`src/rtl/rcss_pkg.sv`:
```
// ----------------------------------------------------------------------------
// rcss_pkg
// Shared constants, types and rounding helpers for the RC setpoint shaper.
// ----------------------------------------------------------------------------
package rcss_pkg;

  // Control tick rate and link-loss timeout, in ticks
  localparam int TICK_RATE_HZ = 200;
  localparam int COUNT_W      = 10;
  localparam logic [COUNT_W-1:0] TIMEOUT_TICKS = COUNT_W'(300);
  localparam logic [COUNT_W-1:0] COUNT_MAX     = '1;

  // Field widths
  localparam int CH_W   = 16;
  localparam int REF_W  = 17;
  localparam int YAW_W  = 32;
  localparam int GAIN_W = 16;
  localparam int PROD_W = 2 * REF_W;

  // Yaw rate deadzone, 0.05 rad/s in Q4.12
  localparam logic signed [REF_W-1:0] DEADZONE_POS = REF_W'(205);
  localparam logic signed [REF_W-1:0] DEADZONE_NEG = -DEADZONE_POS;

  // Trapezoid step: q = floor((|sum| + TICK_RATE_HZ) / (2 * TICK_RATE_HZ)),
  // done as a multiply by a rounded-up reciprocal of the divisor.
  localparam int YAW_DIV     = 2 * TICK_RATE_HZ;
  localparam int YAW_SUM_W   = REF_W + 1;
  localparam int YAW_X_W     = YAW_SUM_W + 1;
  localparam int YAW_SHIFT   = 32;
  localparam logic [63:0] YAW_RECIP64 = ((64'd1 << YAW_SHIFT) + 64'(YAW_DIV) - 64'd1)
                                        / 64'(YAW_DIV);
  localparam int YAW_RECIP_W = $clog2(YAW_RECIP64 + 64'd1);
  localparam int YAW_MUL_W   = YAW_X_W + YAW_RECIP_W;
  localparam int YAW_Q_W     = YAW_MUL_W - YAW_SHIFT;
  localparam int YAW_INC_W   = YAW_Q_W + 1;

  // Flight modes
  localparam logic [1:0] MODE_STAB = 2'd1;
  localparam logic [1:0] MODE_ACRO = 2'd2;

  // Configuration register indexes
  localparam int CFG_IDX_W = 3;
  localparam logic [CFG_IDX_W-1:0] CFG_FLIGHT_MODE     = 3'd0;
  localparam logic [CFG_IDX_W-1:0] CFG_DEBUG_MODE      = 3'd1;
  localparam logic [CFG_IDX_W-1:0] CFG_ROLL_GAIN_STAB  = 3'd2;
  localparam logic [CFG_IDX_W-1:0] CFG_PITCH_GAIN_STAB = 3'd3;
  localparam logic [CFG_IDX_W-1:0] CFG_ROLL_GAIN_ACRO  = 3'd4;
  localparam logic [CFG_IDX_W-1:0] CFG_PITCH_GAIN_ACRO = 3'd5;
  localparam logic [CFG_IDX_W-1:0] CFG_YAW_RATE_GAIN   = 3'd6;
  localparam logic [CFG_IDX_W-1:0] CFG_THROTTLE_LIMITS = 3'd7;

  // Products stage: one request with its scaled channels
  typedef struct packed {
    logic                     valid;
    logic                     frame;
    logic                     hold;
    logic                     angle_en;
    logic signed [PROD_W-1:0] roll_prod;
    logic signed [PROD_W-1:0] pitch_prod;
    logic signed [PROD_W-1:0] yaw_prod;
    logic signed [PROD_W-1:0] thr_prod;
    logic signed [CH_W-1:0]   kill;
    logic signed [CH_W-1:0]   aux;
  } s1_t;

  // Divide by 2^14 rounding half up, add an offset, saturate to 17 bits
  function automatic logic signed [REF_W-1:0] round_sat17(
    input logic signed [PROD_W-1:0] p,
    input logic signed [REF_W:0]    offs
  );
    logic signed [PROD_W:0]    t;
    logic signed [PROD_W-14:0] q;
    logic signed [PROD_W-13:0] s;
    logic signed [REF_W-1:0]   r;
    t = {p[PROD_W-1], p} + (PROD_W+1)'(8192);
    q = t[PROD_W:14];
    s = {q[PROD_W-14], q} + (PROD_W-12)'(offs);
    if (s > (PROD_W-12)'(65535)) begin
      r = REF_W'(65535);
    end else if (s < -(PROD_W-12)'(65536)) begin
      r = REF_W'(-65536);
    end else begin
      r = s[REF_W-1:0];
    end
    return r;
  endfunction

endpackage

```
`src/rtl/rc_setpoint_shaper_unit.sv`:
```
// ----------------------------------------------------------------------------
// rc_setpoint_shaper_unit
// Turns normalized radio channels into roll, pitch, yaw and throttle setpoints.
//
//   channel | dir | handshake            | payload
//   in_     | in  | in_valid / in_ready  | new_frame, hold_timeout, six channels
//   out_    | out | out_valid / out_ready| updated, link_lost, setpoints, history
//   cfg_    | in  | cfg_valid / cfg_ready| cfg_index, cfg_data
//
// One request per cycle while out_ready does not stall; each request passes
// through the products register, then the setpoint update registers, then
// yaw integration into the result register.
// A stalled out_ready freezes all three stages together, so in_ready follows
// it. cfg_ready is always high. Reset (rst_n low, synchronous) clears the
// pipeline and all held setpoints and restores the register defaults.
// ----------------------------------------------------------------------------
module rc_setpoint_shaper_unit (
  input  logic                                 clk,
  input  logic                                 rst_n,
  input  logic                                 in_valid,
  output logic                                 in_ready,
  input  logic                                 in_new_frame,
  input  logic                                 in_hold_timeout,
  input  logic signed [rcss_pkg::CH_W-1:0]     in_throttle_channel,
  input  logic signed [rcss_pkg::CH_W-1:0]     in_roll_channel,
  input  logic signed [rcss_pkg::CH_W-1:0]     in_pitch_channel,
  input  logic signed [rcss_pkg::CH_W-1:0]     in_yaw_channel,
  input  logic signed [rcss_pkg::CH_W-1:0]     in_kill_channel,
  input  logic signed [rcss_pkg::CH_W-1:0]     in_aux_channel,
  output logic                                 out_valid,
  input  logic                                 out_ready,
  output logic                                 out_updated,
  output logic                                 out_link_lost,
  output logic signed [rcss_pkg::REF_W-1:0]    out_roll_ref,
  output logic signed [rcss_pkg::REF_W-1:0]    out_pitch_ref,
  output logic signed [rcss_pkg::YAW_W-1:0]    out_yaw_ref,
  output logic signed [rcss_pkg::REF_W-1:0]    out_yaw_rate_now,
  output logic signed [rcss_pkg::REF_W-1:0]    out_yaw_rate_last,
  output logic signed [rcss_pkg::REF_W-1:0]    out_throttle_ref,
  output logic signed [rcss_pkg::CH_W-1:0]     out_kill_now,
  output logic signed [rcss_pkg::CH_W-1:0]     out_kill_last,
  output logic signed [rcss_pkg::CH_W-1:0]     out_aux_now,
  output logic signed [rcss_pkg::CH_W-1:0]     out_aux_last,
  input  logic                                 cfg_valid,
  output logic                                 cfg_ready,
  input  logic [rcss_pkg::CFG_IDX_W-1:0]       cfg_index,
  input  logic [31:0]                          cfg_data
);
  import rcss_pkg::*;

  // configuration
  logic [1:0]          flight_mode_r;
  logic                debug_mode_r;
  logic [GAIN_W-1:0]   roll_gain_stab_r, pitch_gain_stab_r;
  logic [GAIN_W-1:0]   roll_gain_acro_r, pitch_gain_acro_r, yaw_rate_gain_r;
  logic [2*GAIN_W-1:0] throttle_limits_r;

  // held setpoint state
  logic signed [REF_W-1:0] roll_hold_r, pitch_hold_r, throttle_hold_r;
  logic signed [REF_W-1:0] rate_cur_r, rate_prev_r;
  logic signed [YAW_W-1:0] yaw_accum_r;
  logic signed [CH_W-1:0]  kill_now_r, kill_last_r, aux_now_r, aux_last_r;
  logic [COUNT_W-1:0]      silence_cnt_r;
  logic                    lost_r;

  // integration stage
  logic                        s3_valid_r, s3_upd_r;
  logic signed [YAW_INC_W-1:0] s3_inc_r, s3_inc_nxt;

  logic out_valid_r;
  logic advance;
  s1_t  s1;

  logic signed [REF_W-1:0]     roll_new, pitch_new, thr_new, rate_scaled, rate_new;
  logic signed [YAW_SUM_W-1:0] rate_sum;
  logic [YAW_SUM_W-1:0]        rate_mag;
  logic [YAW_X_W-1:0]          yaw_x;
  logic [YAW_MUL_W-1:0]        yaw_mul;
  logic [YAW_Q_W-1:0]          yaw_q;
  logic signed [YAW_W:0]       yaw_sum;
  logic signed [YAW_W-1:0]     yaw_sat;

  assign advance   = !out_valid_r || out_ready;
  assign in_ready  = advance;
  assign cfg_ready = 1'b1;
  assign out_valid = out_valid_r;

  rcss_front u_front (
    .clk                 (clk),
    .rst_n               (rst_n),
    .advance             (advance),
    .in_valid            (in_valid),
    .in_new_frame        (in_new_frame),
    .in_hold_timeout     (in_hold_timeout),
    .in_throttle_channel (in_throttle_channel),
    .in_roll_channel     (in_roll_channel),
    .in_pitch_channel    (in_pitch_channel),
    .in_yaw_channel      (in_yaw_channel),
    .in_kill_channel     (in_kill_channel),
    .in_aux_channel      (in_aux_channel),
    .flight_mode         (flight_mode_r),
    .roll_gain_stab      (roll_gain_stab_r),
    .pitch_gain_stab     (pitch_gain_stab_r),
    .roll_gain_acro      (roll_gain_acro_r),
    .pitch_gain_acro     (pitch_gain_acro_r),
    .yaw_rate_gain       (yaw_rate_gain_r),
    .throttle_limits     (throttle_limits_r),
    .s1                  (s1)
  );

  // Configuration registers
  always_ff @(posedge clk) begin
    if (!rst_n) begin
      flight_mode_r     <= MODE_STAB;
      debug_mode_r      <= 1'b0;
      roll_gain_stab_r  <= GAIN_W'(4096);
      pitch_gain_stab_r <= GAIN_W'(4096);
      roll_gain_acro_r  <= GAIN_W'(8192);
      pitch_gain_acro_r <= GAIN_W'(8192);
      yaw_rate_gain_r   <= GAIN_W'(8192);
      throttle_limits_r <= 32'h4000_1000;
    end else if (cfg_valid && cfg_ready) begin
      unique case (cfg_index)
        CFG_FLIGHT_MODE:     flight_mode_r     <= cfg_data[1:0];
        CFG_DEBUG_MODE:      debug_mode_r      <= cfg_data[0];
        CFG_ROLL_GAIN_STAB:  roll_gain_stab_r  <= cfg_data[GAIN_W-1:0];
        CFG_PITCH_GAIN_STAB: pitch_gain_stab_r <= cfg_data[GAIN_W-1:0];
        CFG_ROLL_GAIN_ACRO:  roll_gain_acro_r  <= cfg_data[GAIN_W-1:0];
        CFG_PITCH_GAIN_ACRO: pitch_gain_acro_r <= cfg_data[GAIN_W-1:0];
        CFG_YAW_RATE_GAIN:   yaw_rate_gain_r   <= cfg_data[GAIN_W-1:0];
        CFG_THROTTLE_LIMITS: throttle_limits_r <= cfg_data;
        default: ;
      endcase
    end
  end

  // Setpoint update: round, saturate, deadzone, trapezoid step
  always_comb begin
    roll_new    = round_sat17(s1.roll_prod, '0);
    pitch_new   = round_sat17(s1.pitch_prod, '0);
    thr_new     = round_sat17(s1.thr_prod, {2'b00, throttle_limits_r[GAIN_W-1:0]});
    rate_scaled = round_sat17(s1.yaw_prod, '0);
    rate_new    = (rate_scaled > DEADZONE_NEG && rate_scaled < DEADZONE_POS) ?
                  '0 : rate_scaled;

    rate_sum = YAW_SUM_W'(rate_new) + YAW_SUM_W'(rate_cur_r);
    rate_mag = rate_sum[YAW_SUM_W-1] ? YAW_SUM_W'(-rate_sum) : YAW_SUM_W'(rate_sum);
    yaw_x    = YAW_X_W'(rate_mag) + YAW_X_W'(TICK_RATE_HZ);
    yaw_mul  = YAW_MUL_W'(yaw_x) * YAW_MUL_W'(YAW_RECIP64[YAW_RECIP_W-1:0]);
    yaw_q    = yaw_mul[YAW_MUL_W-1:YAW_SHIFT];
    s3_inc_nxt = rate_sum[YAW_SUM_W-1] ? -YAW_INC_W'(yaw_q) : YAW_INC_W'(yaw_q);
  end

  always_ff @(posedge clk) begin
    if (!rst_n) begin
      roll_hold_r     <= '0;
      pitch_hold_r    <= '0;
      throttle_hold_r <= '0;
      rate_cur_r      <= '0;
      rate_prev_r     <= '0;
      kill_now_r      <= '0;
      kill_last_r     <= '0;
      aux_now_r       <= '0;
      aux_last_r      <= '0;
      silence_cnt_r   <= '0;
      lost_r          <= 1'b0;
      s3_valid_r      <= 1'b0;
      s3_upd_r        <= 1'b0;
      s3_inc_r        <= '0;
    end else if (advance) begin
      s3_valid_r <= s1.valid;
      s3_upd_r   <= 1'b0;
      s3_inc_r   <= '0;
      if (s1.valid && !lost_r) begin
        if (!s1.frame) begin
          // silent tick: advance the timeout unless held or in debug mode
          if (!debug_mode_r && !s1.hold) begin
            if (silence_cnt_r >= TIMEOUT_TICKS) begin
              lost_r <= 1'b1;
            end else if (silence_cnt_r != COUNT_MAX) begin
              silence_cnt_r <= silence_cnt_r + COUNT_W'(1);
            end
          end
        end else begin
          silence_cnt_r <= '0;
          if (s1.angle_en) begin
            roll_hold_r  <= roll_new;
            pitch_hold_r <= pitch_new;
          end
          rate_prev_r     <= rate_cur_r;
          rate_cur_r      <= rate_new;
          throttle_hold_r <= thr_new;
          kill_last_r     <= kill_now_r;
          kill_now_r      <= s1.kill;
          aux_last_r      <= aux_now_r;
          aux_now_r       <= s1.aux;
          s3_upd_r        <= 1'b1;
          s3_inc_r        <= s3_inc_nxt;
        end
      end
    end
  end

  // Yaw integration and result register
  always_comb begin
    yaw_sum = {yaw_accum_r[YAW_W-1], yaw_accum_r} + (YAW_W+1)'(s3_inc_r);
    if (yaw_sum[YAW_W] != yaw_sum[YAW_W-1]) begin
      yaw_sat = yaw_sum[YAW_W] ? {1'b1, {(YAW_W-1){1'b0}}} : {1'b0, {(YAW_W-1){1'b1}}};
    end else begin
      yaw_sat = yaw_sum[YAW_W-1:0];
    end
  end

  always_ff @(posedge clk) begin
    if (!rst_n) begin
      out_valid_r <= 1'b0;
      yaw_accum_r <= '0;
    end else if (advance) begin
      out_valid_r <= s3_valid_r;
      if (s3_valid_r) begin
        yaw_accum_r <= yaw_sat;
      end
    end
  end

  always_ff @(posedge clk) begin
    if (advance && s3_valid_r) begin
      out_updated       <= s3_upd_r;
      out_link_lost     <= lost_r;
      out_roll_ref      <= roll_hold_r;
      out_pitch_ref     <= pitch_hold_r;
      out_yaw_ref       <= yaw_sat;
      out_yaw_rate_now  <= rate_cur_r;
      out_yaw_rate_last <= rate_prev_r;
      out_throttle_ref  <= throttle_hold_r;
      out_kill_now      <= kill_now_r;
      out_kill_last     <= kill_last_r;
      out_aux_now       <= aux_now_r;
      out_aux_last      <= aux_last_r;
    end
  end

  // Link loss never clears once latched
  a_lost_sticky: assert property (@(posedge clk) disable iff (!rst_n)
    lost_r |=> lost_r)
    else $error("link loss flag dropped");

  // A lost link never reports fresh setpoints
  a_lost_no_update: assert property (@(posedge clk) disable iff (!rst_n)
    (out_valid_r && out_link_lost) |-> !out_updated)
    else $error("update reported with link lost");

  // Silence counter stops at the timeout limit
  a_count_bound: assert property (@(posedge clk) disable iff (!rst_n)
    silence_cnt_r <= TIMEOUT_TICKS)
    else $error("silence counter past timeout");

  // Held yaw rate is zero or outside the deadzone
  a_deadzone: assert property (@(posedge clk) disable iff (!rst_n)
    (rate_cur_r == '0) || (rate_cur_r >= DEADZONE_POS) || (rate_cur_r <= DEADZONE_NEG))
    else $error("yaw rate inside deadzone");

endmodule

```
`src/rtl/rcss_front.sv`:
```
// ----------------------------------------------------------------------------
// rcss_front
// Input register stage: forms the four stick-by-gain products of a request.
// ----------------------------------------------------------------------------
module rcss_front (
  input  logic                                clk,
  input  logic                                rst_n,
  input  logic                                advance,
  input  logic                                in_valid,
  input  logic                                in_new_frame,
  input  logic                                in_hold_timeout,
  input  logic signed [rcss_pkg::CH_W-1:0]    in_throttle_channel,
  input  logic signed [rcss_pkg::CH_W-1:0]    in_roll_channel,
  input  logic signed [rcss_pkg::CH_W-1:0]    in_pitch_channel,
  input  logic signed [rcss_pkg::CH_W-1:0]    in_yaw_channel,
  input  logic signed [rcss_pkg::CH_W-1:0]    in_kill_channel,
  input  logic signed [rcss_pkg::CH_W-1:0]    in_aux_channel,
  input  logic [1:0]                          flight_mode,
  input  logic [rcss_pkg::GAIN_W-1:0]         roll_gain_stab,
  input  logic [rcss_pkg::GAIN_W-1:0]         pitch_gain_stab,
  input  logic [rcss_pkg::GAIN_W-1:0]         roll_gain_acro,
  input  logic [rcss_pkg::GAIN_W-1:0]         pitch_gain_acro,
  input  logic [rcss_pkg::GAIN_W-1:0]         yaw_rate_gain,
  input  logic [2*rcss_pkg::GAIN_W-1:0]       throttle_limits,
  output rcss_pkg::s1_t                       s1
);
  import rcss_pkg::*;

  logic signed [REF_W-1:0] roll_op, pitch_op, yaw_op, thr_op;
  logic signed [REF_W-1:0] roll_g, pitch_g, yaw_g, thr_span;
  s1_t s1_r, s1_nxt;

  always_comb begin
    roll_op  = REF_W'(in_roll_channel);
    pitch_op = -REF_W'(in_pitch_channel);
    yaw_op   = REF_W'(in_yaw_channel);
    thr_op   = REF_W'(in_throttle_channel);

    roll_g   = (flight_mode == MODE_ACRO) ? {1'b0, roll_gain_acro}  : {1'b0, roll_gain_stab};
    pitch_g  = (flight_mode == MODE_ACRO) ? {1'b0, pitch_gain_acro} : {1'b0, pitch_gain_stab};
    yaw_g    = {1'b0, yaw_rate_gain};
    thr_span = {1'b0, throttle_limits[2*GAIN_W-1:GAIN_W]}
             - {1'b0, throttle_limits[GAIN_W-1:0]};

    s1_nxt.valid      = in_valid;
    s1_nxt.frame      = in_new_frame;
    s1_nxt.hold       = in_hold_timeout;
    s1_nxt.angle_en   = (flight_mode == MODE_STAB) || (flight_mode == MODE_ACRO);
    s1_nxt.roll_prod  = roll_op * roll_g;
    s1_nxt.pitch_prod = pitch_op * pitch_g;
    s1_nxt.yaw_prod   = yaw_op * yaw_g;
    s1_nxt.thr_prod   = thr_op * thr_span;
    s1_nxt.kill       = in_kill_channel;
    s1_nxt.aux        = in_aux_channel;
  end

  always_ff @(posedge clk) begin
    if (!rst_n) begin
      s1_r.valid <= 1'b0;
    end else if (advance) begin
      s1_r <= s1_nxt;
    end
  end

  assign s1 = s1_r;

endmodule
```
`config.mk`:
```
export PLATFORM = sky130hd
export DESIGN_NAME = rc_setpoint_shaper_unit
export DESIGN_NICKNAME = d
export VERILOG_FILES = /design/src/rtl/rcss_pkg.sv /design/src/rtl/rc_setpoint_shaper_unit.sv /design/src/rtl/rcss_front.sv
export SDC_FILE = /design/constraint.sdc
export NUM_CORES = 2
export LEC_CHECK = 0
export BUFFER_PORTS_ARGS = -buffer_cell sky130_fd_sc_hd__buf_4
export CORE_MARGIN = 1
export CORE_UTILIZATION = 60
export CTS_CLUSTER_DIAMETER = 120
export CTS_CLUSTER_SIZE = 14
export DETAILED_ROUTE_END_ITERATION = 8
export PLACE_DENSITY = 0.78
export REMOVE_ABC_BUFFERS = 1
export SYNTH_ARGS = -nofsm -noshare
export SYNTH_HDL_FRONTEND = slang
export SYNTH_SLANG_ARGS = --single-unit
```
`constraint.sdc`:
```
create_clock -name clk -period 23.6 [get_ports clk]
set_input_delay 0 -clock clk [delete_from_list [all_inputs] [get_ports clk]]
set_output_delay 0 -clock clk [all_outputs]
set_load 0.1 [all_outputs]
```
==> impl_metrics.ini <==
[floorplanning]
die_w_um = 349
row_count = 126
core_um2 = 119000
io_pins = 324
die_area_um2 = 122000
die_h_um = 349
start_util = 0.609

[yosys]
ys_ff_latch = 622
synth_xor_area_frac = 0.0367
synth.avg_cell_area_um2 = 9.47
synthAdderAreaFrac = 0.422
synth-seq-area-share = 0.214
synth_top_cell_by_area = fa_1
muxShareOfSynthArea = 0.00826
synth_ff_type = dfxtp_1
syn-cell-area_um2 = 72100
synth_area_leaders = fa_1 30%, edfxtp_1 12%, ha_1 12%
async_reset_ff_frac = 0
synth_cell_types = 96
synth_top_family_by_area = adder cells
synth_compound_area_frac = 0.0834
yosys_warnings = 0
netlist_instances = 7620
synth_top_cell_area_share = 0.304
synth.most_common_cell = inv_1
netlist_top_cells_count = 1444 x inv_1, 1155 x nand2_1, 1095 x fa_1, 683 x ha_1, 360 x nor2_1
synth_edf_count = 299
yosys.area_share.simple = 0.146

[detailed_routing]
vias_per_cell = 5.56
ant_nets = 0
avgRoutedWirePerCell_um = 18.8
first_pass_iters = 6
vias = 53058
routed_wirelength_mm = 179
drc = 0
drtIter0Drc = 3435

[critical_path]
crit_type = reg2reg
critical_path_arrival_ns = 15.88
crit_path_end_kind = flop
cp-start-kind = flop
path_buf_inv = 7
crit_required_ns = 24.15
crit_top_cell = ha_1
slowest_stage = a2111oi_1
critPathMaxFanout = 21
cp_top_family = compound AO/OA/AOI/OAI gates
slowest_delay_ns = 0.95

[place]
dp_cells = 9333
gp_congestion = 0.937
io_buffer_count = 322
dp_slack_ns = 8.35
place_hpwl_mm = 140

[grt]
first_global_vias = 55508
top_usage_layer = met2
use_met1 = 0.389
grt_use_total = 0.300
grt_start_max_net_pins = 132
grt-ovfl-total = 0
grt.met3_usage = 0.0459
grt_pass1_wl_mm = 290
use_met2 = 0.518
antenna_found_initial = 19

[min_path]
holdCritPathClass = in2reg

[finish]
fin_cells = 9545
final_nets = 9811
area.growth.synth_to_final_pct = 9.14
drive_above_1_share = 0.0692

[clock_network]
cts_made_buffers = 52
root_buffer = clkbuf_16
cts_setup_buffers = 0
clkLatencyLatePin_ns = 0.70
cts_buffer_depth = 3
htree_levels = 2
clkSinkCount = 622
cts_tree = done
cts_resized = 0
clk_pin_slew_ns = 0.07

[timing]
finalMaxSlewViolations = 0
rsz0062_at_grt = no
setup_ws_ns = 8.27
finalClockSkew_ns = 0.0952
timing.fmax_mhz = 65.2
finalHoldViolations = 0
tightest_slew_ns = 1.29
fin_crit_ns = 15.33
period_share = 0.649
finalSetupViolCount = 0
relSlewSlack = 0.135
finalSetupTns_ns = 0

[outcome]
status = finished clean

[run]
cap_violations = 0
kinds of logic after synthesis:
logic type                 after synthesis
DFF                                    622
muxes                                   56
AOI/OAI and AO/OA                      854
xor gates and xnor gates               302
and+or+nand+nor                       2293
buffers and inverters                 1713
other                                    2
adders and majority gates             1778
registers in the layout (all words and copies together), names as in the netlist, 32 cells and up:
| signal | count |
|---|---|
| throttle_limits_r | 32 |
| u_front.s1 | 117 |
| out_yaw_ref | 32 |
| yaw_accum_r | 32 |
final timing paths:
kind / from / endpoint / slack (ns) / depth (start not counted)
worst max register to register: u_front.s1[80]$_DFFE_PP_ / s3_inc_r[8]$_SDFFE_PN0N_ / 8.27 / 51
worst min register to register: aux_last_r[4]$_SDFFE_PN0P_ / out_aux_last[4]$_DFFE_PP_ / 0.43 / 0
worst max-delay path: u_front.s1[80]$_DFFE_PP_ / s3_inc_r[8]$_SDFFE_PN0N_ / 8.27 / 51
worst min-delay path: in_kill_channel[11] / u_front.s1[27]$_DFFE_PP_ / 0.04 / 2
cells in the final DEF, fill, tap and decap left out, drive strengths merged, types with 23 or more instances in the layout:
master | netlist | layout
fa | 1095 | 1095
or2 | 23 | 23
xor2 | 118 | 118
inv | 1444 | 1445
and3 | 35 | 35
a21oi | 146 | 146
xnor2 | 184 | 184
nor2b | 71 | 71
a31oi | 26 | 26
buf | 19 | 375
nand2b | 83 | 83
and2 | 296 | 296
ha | 683 | 683
edfxtp | 299 | 299
dlygate4sd3 | 0 | 108
o21ai | 159 | 159
a21o | 66 | 66
nand3 | 85 | 85
nand4 | 37 | 37
mux2i | 28 | 28
a21boi | 205 | 205
o21a | 39 | 39
mux2 | 28 | 28
nor2 | 360 | 360
dfxtp | 323 | 323
nor3 | 57 | 57
nand2 | 1155 | 1155
o221a | 31 | 31
clkbuf | 248 | 89
routing by layer:
| metal | vias to the layer above | part of all wire |
|---|---|---|
| met3 | 346 | 0.068 |
| met5 | - | 0.00062 |
| met2 | 1720 | 0.49 |
| met4 | 16 | 0.032 |
| li1 | 24472 | - |
| met1 | 26504 | 0.41 |
cell type report:
cell class	count	area [um2]
multi-input cells	5290	50300
inverters	1446	5440
clock buffers	89	1460
repair buffers	483	3900
flip-flops and latches	622	15400
fillers	9383	39800
clock inverters	7	135
well taps	1600	2000
diodes	8	20.0
timing repair:
item / 4_1_cts / 5_1_grt
hold endpoints to repair: 190 / 0
setup endpoints to repair: 0 / 0
hold buffers: 108 / 0
stage by stage:
step / hold WS, ns / utilization / instance area, um2
after floorplan: 0.0718 / - / 71100
after global placement: 0.178 / 0.641 / 76000
after detailed placement: 0.179 / 0.641 / 76000
after CTS: 0.00222 / 0.664 / 78700
after global routing: 0.0134 / 0.664 / 78700
final: 0.0373 / 0.664 / 78700
Power is not shown: default switching activity piles up to over one toggle a cycle in this logic, so the estimate is an artifact.
